<file path="src/sv/lcs_pkg.sv">
// ---------------------------------------------------------------------------
// lcs_pkg: shared types and codes for the longest common substring core
// Command codes and the packed transfer types of the input and result
// channels.
// ---------------------------------------------------------------------------
package lcs_pkg;

    localparam int CMD_W      = 2;
    localparam int CHAR_W     = 8;
    localparam int OUT_IDX_W  = 6;
    localparam int OUT_LEN_W  = 7;
    localparam int OUT_POS_W  = 6;

    localparam logic [CMD_W-1:0] CMD_APPEND_FIRST  = 2'd0;
    localparam logic [CMD_W-1:0] CMD_APPEND_SECOND = 2'd1;
    localparam logic [CMD_W-1:0] CMD_COMPUTE       = 2'd2;

    typedef struct packed {
        logic [CMD_W-1:0]  command;
        logic [CHAR_W-1:0] char_value;
    } in_item_t;

    typedef struct packed {
        logic [CHAR_W-1:0]    out_char;
        logic [OUT_IDX_W-1:0] out_index;
        logic [OUT_LEN_W-1:0] match_length;
        logic [OUT_POS_W-1:0] start_pos;
        logic                 empty_res;
        logic                 overflowed;
        logic                 last;
    } out_item_t;

endpackage

</file>
<file path="src/sv/longest_common_substring_core.sv">
// ---------------------------------------------------------------------------
// longest_common_substring_core: longest common substring of two byte strings
// Loads two strings one character per transfer, then on a compute command
// runs the run-length recurrence one cell at a time over a single row
// buffer and streams out the first longest common substring, or an empty marker.
// ---------------------------------------------------------------------------
//
//  channel | direction | handshake         | payload
//  --------+-----------+-------------------+------------------------------
//  s_      | in        | s_valid / s_ready | s_data  (lcs_pkg::in_item_t)
//  m_      | out       | m_valid / m_ready | m_data  (lcs_pkg::out_item_t)
//
//  Append transfers are taken back to back.
//  Compute reads each row's first-string character in S_ROW_RD, then takes
//  each cell through S_CELL_RD and S_CELL_EX using the shared
//  compare/increment unit, bounded by the registered reads of the stores.
//  s_ready stays low from a compute transfer until its last result is loaded.
//  A stalled m_ready holds the output register and pauses the emit sequence.
//  Reset clears counts, overflow flag and control; stores need no clearing.
// ---------------------------------------------------------------------------
module longest_common_substring_core #(
    parameter int MAX_LEN = 64
) (
    input  logic                aclk,
    input  logic                aresetn,
    input  logic                s_valid,
    output logic                s_ready,
    input  lcs_pkg::in_item_t   s_data,
    output logic                m_valid,
    input  logic                m_ready,
    output lcs_pkg::out_item_t  m_data
);
    import lcs_pkg::*;

    localparam int AW = $clog2(MAX_LEN);
    localparam int CW = $clog2(MAX_LEN + 1);

    typedef enum logic [2:0] {
        S_IDLE,
        S_ROW_RD,
        S_CELL_RD,
        S_CELL_EX,
        S_EMIT_SETUP,
        S_EMIT_RD,
        S_EMIT_OUT
    } state_t;

    state_t          state_reg, state_next;
    logic [CW-1:0]   first_count_reg, first_count_next;
    logic [CW-1:0]   second_count_reg, second_count_next;
    logic            drop_reg, drop_next;
    logic [AW-1:0]   row_reg, row_next;
    logic [AW-1:0]   col_reg, col_next;
    logic [CW-1:0]   diag_reg, diag_next;
    logic [CW-1:0]   best_len_reg, best_len_next;
    logic [CW-1:0]   best_end_reg, best_end_next;
    logic [CW-1:0]   start_reg, start_next;
    logic [AW-1:0]   emit_idx_reg, emit_idx_next;
    logic            m_valid_reg, m_valid_next;
    out_item_t       m_data_reg, m_data_next;

    // memories
    logic [CHAR_W-1:0] first_mem  [MAX_LEN];
    logic [CHAR_W-1:0] second_mem [MAX_LEN];
    logic [CW-1:0]     row_mem    [MAX_LEN];
    logic [CHAR_W-1:0] fs_rdata_reg, ss_rdata_reg;
    logic [CW-1:0]     row_rdata_reg;

    logic              fs_we, ss_we, fs_re, cell_re, row_we;
    logic [AW-1:0]     fs_raddr;
    logic [CW-1:0]     cell_val;
    logic [CW-1:0]     emit_addr;
    logic              s_xfer, out_free, emit_last;

    assign s_ready  = (state_reg == S_IDLE);
    assign s_xfer   = s_valid && s_ready;
    assign out_free = !m_valid_reg || m_ready;
    assign m_valid  = m_valid_reg;
    assign m_data   = m_data_reg;

    assign emit_addr = start_reg + CW'(emit_idx_reg);
    assign emit_last = (CW'(emit_idx_reg) + CW'(1)) == best_len_reg;

    // shared compare and increment unit
    assign cell_val = (fs_rdata_reg == ss_rdata_reg) ? diag_reg + CW'(1) : '0;

    always_comb begin
        fs_we    = s_xfer && (s_data.command == CMD_APPEND_FIRST)
                   && (first_count_reg < CW'(MAX_LEN));
        ss_we    = s_xfer && (s_data.command == CMD_APPEND_SECOND)
                   && (second_count_reg < CW'(MAX_LEN));
        fs_re    = (state_reg == S_ROW_RD) || (state_reg == S_EMIT_RD);
        fs_raddr = (state_reg == S_ROW_RD) ? row_reg : emit_addr[AW-1:0];
        cell_re  = (state_reg == S_CELL_RD);
        row_we   = (state_reg == S_CELL_EX);
    end

    always_ff @(posedge aclk) begin
        if (fs_we) begin
            first_mem[first_count_reg[AW-1:0]] <= s_data.char_value;
        end
        if (fs_re) begin
            fs_rdata_reg <= first_mem[fs_raddr];
        end
    end

    always_ff @(posedge aclk) begin
        if (ss_we) begin
            second_mem[second_count_reg[AW-1:0]] <= s_data.char_value;
        end
        if (cell_re) begin
            ss_rdata_reg <= second_mem[col_reg];
        end
    end

    // row buffer: entry c holds the previous row's run length at column c+1
    always_ff @(posedge aclk) begin
        if (row_we) begin
            row_mem[col_reg] <= cell_val;
        end
        if (cell_re) begin
            row_rdata_reg <= row_mem[col_reg];
        end
    end

    always_comb begin
        state_next        = state_reg;
        first_count_next  = first_count_reg;
        second_count_next = second_count_reg;
        drop_next         = drop_reg;
        row_next          = row_reg;
        col_next          = col_reg;
        diag_next         = diag_reg;
        best_len_next     = best_len_reg;
        best_end_next     = best_end_reg;
        start_next        = start_reg;
        emit_idx_next     = emit_idx_reg;
        m_valid_next      = m_valid_reg && !m_ready;
        m_data_next       = m_data_reg;

        unique case (state_reg)
            S_IDLE: begin
                if (s_xfer) begin
                    case (s_data.command)
                        CMD_APPEND_FIRST: begin
                            if (fs_we) first_count_next = first_count_reg + CW'(1);
                            else       drop_next = 1'b1;
                        end
                        CMD_APPEND_SECOND: begin
                            if (ss_we) second_count_next = second_count_reg + CW'(1);
                            else       drop_next = 1'b1;
                        end
                        CMD_COMPUTE: begin
                            best_len_next = '0;
                            best_end_next = '0;
                            row_next      = '0;
                            col_next      = '0;
                            if (first_count_reg == '0 || second_count_reg == '0) begin
                                state_next = S_EMIT_SETUP;
                            end else begin
                                state_next = S_ROW_RD;
                            end
                        end
                        default: ;
                    endcase
                end
            end
            S_ROW_RD: begin
                col_next   = '0;
                diag_next  = '0;
                state_next = S_CELL_RD;
            end
            S_CELL_RD: begin
                state_next = S_CELL_EX;
            end
            S_CELL_EX: begin
                // first row sees an all-zero previous row
                diag_next = (row_reg == '0) ? '0 : row_rdata_reg;
                if (cell_val > best_len_reg) begin
                    best_len_next = cell_val;
                    best_end_next = CW'(row_reg) + CW'(1);
                end
                if ((CW'(col_reg) + CW'(1)) == second_count_reg) begin
                    if ((CW'(row_reg) + CW'(1)) == first_count_reg) begin
                        state_next = S_EMIT_SETUP;
                    end else begin
                        row_next   = row_reg + AW'(1);
                        state_next = S_ROW_RD;
                    end
                end else begin
                    col_next   = col_reg + AW'(1);
                    state_next = S_CELL_RD;
                end
            end
            S_EMIT_SETUP: begin
                start_next    = best_end_reg - best_len_reg;
                emit_idx_next = '0;
                state_next    = (best_len_reg == '0) ? S_EMIT_OUT : S_EMIT_RD;
            end
            S_EMIT_RD: begin
                state_next = S_EMIT_OUT;
            end
            S_EMIT_OUT: begin
                if (out_free) begin
                    m_valid_next            = 1'b1;
                    m_data_next.overflowed  = drop_reg;
                    if (best_len_reg == '0) begin
                        m_data_next.out_char     = '0;
                        m_data_next.out_index    = '0;
                        m_data_next.match_length = '0;
                        m_data_next.start_pos    = '0;
                        m_data_next.empty_res    = 1'b1;
                        m_data_next.last         = 1'b1;
                    end else begin
                        m_data_next.out_char     = fs_rdata_reg;
                        m_data_next.out_index    = OUT_IDX_W'(emit_idx_reg);
                        m_data_next.match_length = OUT_LEN_W'(best_len_reg);
                        m_data_next.start_pos    = OUT_POS_W'(start_reg);
                        m_data_next.empty_res    = 1'b0;
                        m_data_next.last         = emit_last;
                    end
                    if (best_len_reg == '0 || emit_last) begin
                        first_count_next  = '0;
                        second_count_next = '0;
                        drop_next         = 1'b0;
                        state_next        = S_IDLE;
                    end else begin
                        emit_idx_next = emit_idx_reg + AW'(1);
                        state_next    = S_EMIT_RD;
                    end
                end
            end
            default: state_next = S_IDLE;
        endcase
    end

    always_ff @(posedge aclk) begin
        if (!aresetn) begin
            state_reg        <= S_IDLE;
            first_count_reg  <= '0;
            second_count_reg <= '0;
            drop_reg         <= 1'b0;
            best_len_reg     <= '0;
            best_end_reg     <= '0;
            m_valid_reg      <= 1'b0;
        end else begin
            state_reg        <= state_next;
            first_count_reg  <= first_count_next;
            second_count_reg <= second_count_next;
            drop_reg         <= drop_next;
            best_len_reg     <= best_len_next;
            best_end_reg     <= best_end_next;
            m_valid_reg      <= m_valid_next;
        end
        row_reg      <= row_next;
        col_reg      <= col_next;
        diag_reg     <= diag_next;
        start_reg    <= start_next;
        emit_idx_reg <= emit_idx_next;
        m_data_reg   <= m_data_next;
    end

    // ---- assertions ----
    a_count_bound: assert property (@(posedge aclk) disable iff (!aresetn)
        first_count_reg <= CW'(MAX_LEN) && second_count_reg <= CW'(MAX_LEN))
        else $error("string count above capacity");

    a_best_bound: assert property (@(posedge aclk) disable iff (!aresetn)
        state_reg != S_IDLE |->
            best_len_reg <= first_count_reg && best_len_reg <= second_count_reg)
        else $error("run length exceeds a string length");

    a_compute_blocks: assert property (@(posedge aclk) disable iff (!aresetn)
        s_valid && s_ready && s_data.command == CMD_COMPUTE |=> !s_ready)
        else $error("input still ready after compute transfer");

    a_empty_last: assert property (@(posedge aclk) disable iff (!aresetn)
        m_valid && m_data.empty_res |-> m_data.last && m_data.match_length == '0)
        else $error("empty marker malformed");

    a_index_range: assert property (@(posedge aclk) disable iff (!aresetn)
        m_valid && !m_data.empty_res |->
            OUT_LEN_W'(m_data.out_index) < m_data.match_length)
        else $error("substring index beyond match length");

endmodule
</file>
<file path="config.mk">
export PLATFORM = sky130hd
export DESIGN_NAME = longest_common_substring_core
export DESIGN_NICKNAME = d
export VERILOG_FILES = /design/src/sv/lcs_pkg.sv /design/src/sv/longest_common_substring_core.sv
export SDC_FILE = /design/constraint.sdc
export NUM_CORES = 2
export LEC_CHECK = 0
export BUFFER_PORTS_ARGS = -buffer_cell sky130_fd_sc_hd__buf_2
export CORE_MARGIN = 2
export CORE_UTILIZATION = 30
export CTS_CLUSTER_SIZE = 40
export DETAILED_ROUTE_END_ITERATION = 10
export GPL_ROUTABILITY_DRIVEN = 0
export HOLD_SLACK_MARGIN = 0.02
export PLACE_DENSITY = 0.55
export SETUP_SLACK_MARGIN = 0.1
export SYNTH_ARGS = -nofsm -noshare
export SYNTH_HDL_FRONTEND = slang
export SYNTH_SLANG_ARGS = --single-unit
</file>
<file path="constraint.sdc">
create_clock -name aclk -period 8.3 [get_ports aclk]
set_input_delay 0.415 -clock aclk [delete_from_list [all_inputs] [get_ports aclk]]
set_output_delay 0.415 -clock aclk [all_outputs]
set_load 0.01 [all_outputs]
</file>
==> results by group <==
Status
  • Status: completed

Logic synthesis
  • Mapped cell area: 62,000 sq um
  • Post-synthesis compound-gate area fraction: 11.8%
  • Number of synthesized flops with an enable pin: 1,556
  • Post-synth top area cell: edfxtp_1
  • Yosys warning total: 0
  • Post-synth cell types: 74
  • FFs w/ async S/R, synth: 0%
  • Syn Inst Count: 4,079
  • Fraction of the yosys area taken by sequential cells: 76.4%
  • Post-synth top area share: 75.4%
  • Synth Register Bits: 1,588
  • Synth Area in XOR/XNOR: 0.785%
  • Mean Syn Cell Area: 15.2 sq um
  • Predominant post-synthesis flop cell: edfxtp_1
  • Largest cells by area after synthesis: edfxtp_1 75%, a22oi_1 3.5%, nand2_1 2.5%
  • Largest family of logic cells by synthesized area: compound AO/OA/AOI/OAI gates
  • Adder-Cell Fraction of Synth Area: 0.586%
  • Multiplexer share of the synthesized area: 0.210%
  • Syn nets: 4,120
  • Simple-Gate Fraction of Synth Area: 7.60%

Detailed routing
  • WL final: 173,000 microns
  • Vias per cell: 5.35
  • Via Count: 36,800
  • Wire length per cell: 25.1 microns
  • DRT iter0 DRCs: 4,042
  • Post-route DRC: 0
  • Final ANT Viol Nets: 0
  • First-pass DRT Iterations: 8

Critical path
  • Worst-path cell chain: ha_2 > buf_4 > a21oi_4 > buf_4 > nor2_1 > a32oi_1 > nand4_1 > o22ai_1 > or4_1
  • RR Endpoint: fs_rdata_reg[0]
  • Launch point of the worst reg-to-reg path: emit_idx_reg[0]
  • CP most frequent cell: buf_4
  • Worst Path Arrival: 5330 ps
  • Crit Path Class: flip-flop to flip-flop
  • Peak fanout along the critical path: 89
  • Startpoint Class: flip-flop
  • Slowest-stage cell, CP: ha_2
  • R2r worst-path depth: 9
  • Crit path capture type: flip-flop
  • WP data required: 8770 ps
  • Max stage delay on crit path: 790 ps
  • R2R setup slack: 3440 ps

Finish
  • Most frequent cells in the layout: 1,556 x edfxtp_1, 416 x nand2_1, 292 x a22oi_1
  • Final nets: 4,107
  • Share of cells above drive strength 1: 9.15%
  • Non-filler instance count after layout: 6,887
  • Most common cell after layout, fill and taps aside: edfxtp_1
  • Area grow syn2layout: 13.3%

Worst hold path
  • Hold path start: s_data[5]
  • Hold Path End: first_mem[26][5]
  • Hold path depth: 1
  • Hold Crit Class: primary input to flip-flop

Clock tree
  • Clock transition at path regs: 60 ps
  • CTS tree: done
  • Sink Count: 1,588
  • Skew-Pair Late Insertion Delay: 810 ps
  • Cts hold-fix bufs: 1
  • CTS buffer count: 164
  • Setup Buffers After CTS: 0
  • Max clock buf depth: 3
  • Htree depth: 4
  • CTS resizes: 0
  • Root Buffer: clkbuf_16

Power and ir drop
  • VDD IR max: 0.000302 V
  • Lkg Pwr: 20.9 nW
  • Total power: 0.0218 W
  • Pwr/cell area: 311 nW/um^2

Floorplan
  • Die W: 458 microns
  • Die H: 458 microns
  • IO Count: 46
  • Die ar.: 210,000 sq um
  • Core Area: 205,000 sq um
  • Cell row count: 166
  • Starting Density: 30.2%

Place
  • Post-DP HPWL: 99,600 microns
  • Port bufs: 45
  • Placed Instances: 6,587
  • Setup slack at placement: 3530 ps

GRT
  • Initial antenna violation count: 9
  • Largest net degree at the start of global routing: 114
  • Vias in the first global route: 35,500
  • First-pass GRT wire length: 252,000 microns
  • GRT overflow: 0
  • GRT Overall Usage: 16.0%

Timing
  • Crit path time final: 4860 ps
  • Clock Skew: 29.9 ps
  • Worst Tran Pin Value: 1270 ps
  • Fmax: 0.206 GHz
  • Part of the cycle the worst path needs: 58.6%
  • Total negative slack: 0 ps
  • Hold slack: 148 ps
  • Final worst slack: 3440 ps
  • Endpoints failing hold: 0
  • Final setup fails: 0
  • Slew HR: 15.3%
  • Pins Over Slew Limit: 0
  • RSZ-0062 raised after global routing: false

Job
  • Max_cap viols: 0
worst max-delay path, delay by kind of cell, from the launching register on:
family,cells,cell delay [ps]
AOI/OAI and AO/OA,3,570
and+or+nand+nor,3,1480
DFF,1,500
buffers and inverters,2,1080
adders and majority gates,1,790
final cells by class:
type                    instances  area, sq um
multi-input cells            2116        13100
repair buffers                112          813
clock buffers                 204         4300
flip-flops and latches       1588        47400
well taps                    2688         3360
clock inverters                92          881
inverters                      84          315
diodes                          3         7.51
fillers                     19400       135000
routing by layer:
metal / routed length, microns / vias up / track usage (%)
met5: 13 / - / 0
met4: 5040 / 2 / 5.02
met3: 12000 / 289 / 2.80
met2: 80900 / 1485 / 25.4
met1: 75000 / 18900 / 22.3
li1: - / 16200 / -
Yosys cell counts (6+ instances only):
cell      count
nand2_1     416
a211oi_2     10
or3_1         9
ha_1         25
a211oi_1    112
buf_6        14
a221oi_1     96
xnor2_1      30
nor2_1      250
or4_1        10
a21o_1        8
nand2b_1      6
a311oi_1     72
nand3b_1      9
mux2i_1       9
a21oi_1      70
and2_1       29
o22ai_1      15
o32ai_1       8
dfxtp_1      32
o211ai_1      6
a32oi_1       8
nor4_1       24
a22oi_1     292
o21ai_0      28
a22o_1       94
a31oi_1     135
nand4_1      48
and3_1       13
nor3_1       20
inv_1        84
nand3_1     175
clkbuf_1    198
xor2_1       23
edfxtp_1   1556
buf_1        39
buf_2        35
worst max path at each step:
stage                               start         endpoint  slack, ps  depth (start not counted)
final                     emit_idx_reg[0]  fs_rdata_reg[0]       3440                          9
after global placement    emit_idx_reg[0]  fs_rdata_reg[5]       3580                          9
after detailed placement  emit_idx_reg[0]  fs_rdata_reg[5]       3530                          9
after global routing      emit_idx_reg[0]  fs_rdata_reg[0]       3250                          9
after CTS                 emit_idx_reg[0]  fs_rdata_reg[5]       3520                          9
after floorplan           fs_rdata_reg[2]  best_len_reg[5]       3640                         12
cells by family (layout without fill, tap and decap cells):
group           count (synthesis)  after routing
simple gates                 1044           1044
fa+ha+maj                      28             28
compound gates                978            978
mux                            12             12
buf+inv                       375            492
flops                        1588           1588
xor+xnor                       54             54
other cells                     0              3
power by group:
| group | total [W] | internal (W) | switching, W |
|---|---|---|---|
| sequential | 0.00909 | 0.00896 | 0.000135 |
| combinational | 0.00553 | 0.00157 | 0.00397 |
| clock | 0.00718 | 0.00404 | 0.00314 |
stage by stage:
step / utilization [%] / instance area, sq um
after CTS: 34.2 / 70200
after global routing: 34.2 / 70200
after detailed placement: 31.7 / 65000
after global placement: 31.7 / 65000
after floorplan: - / 62000
final: 34.2 / 70200
No activity file was read; power rests on OpenSTA's default activity.
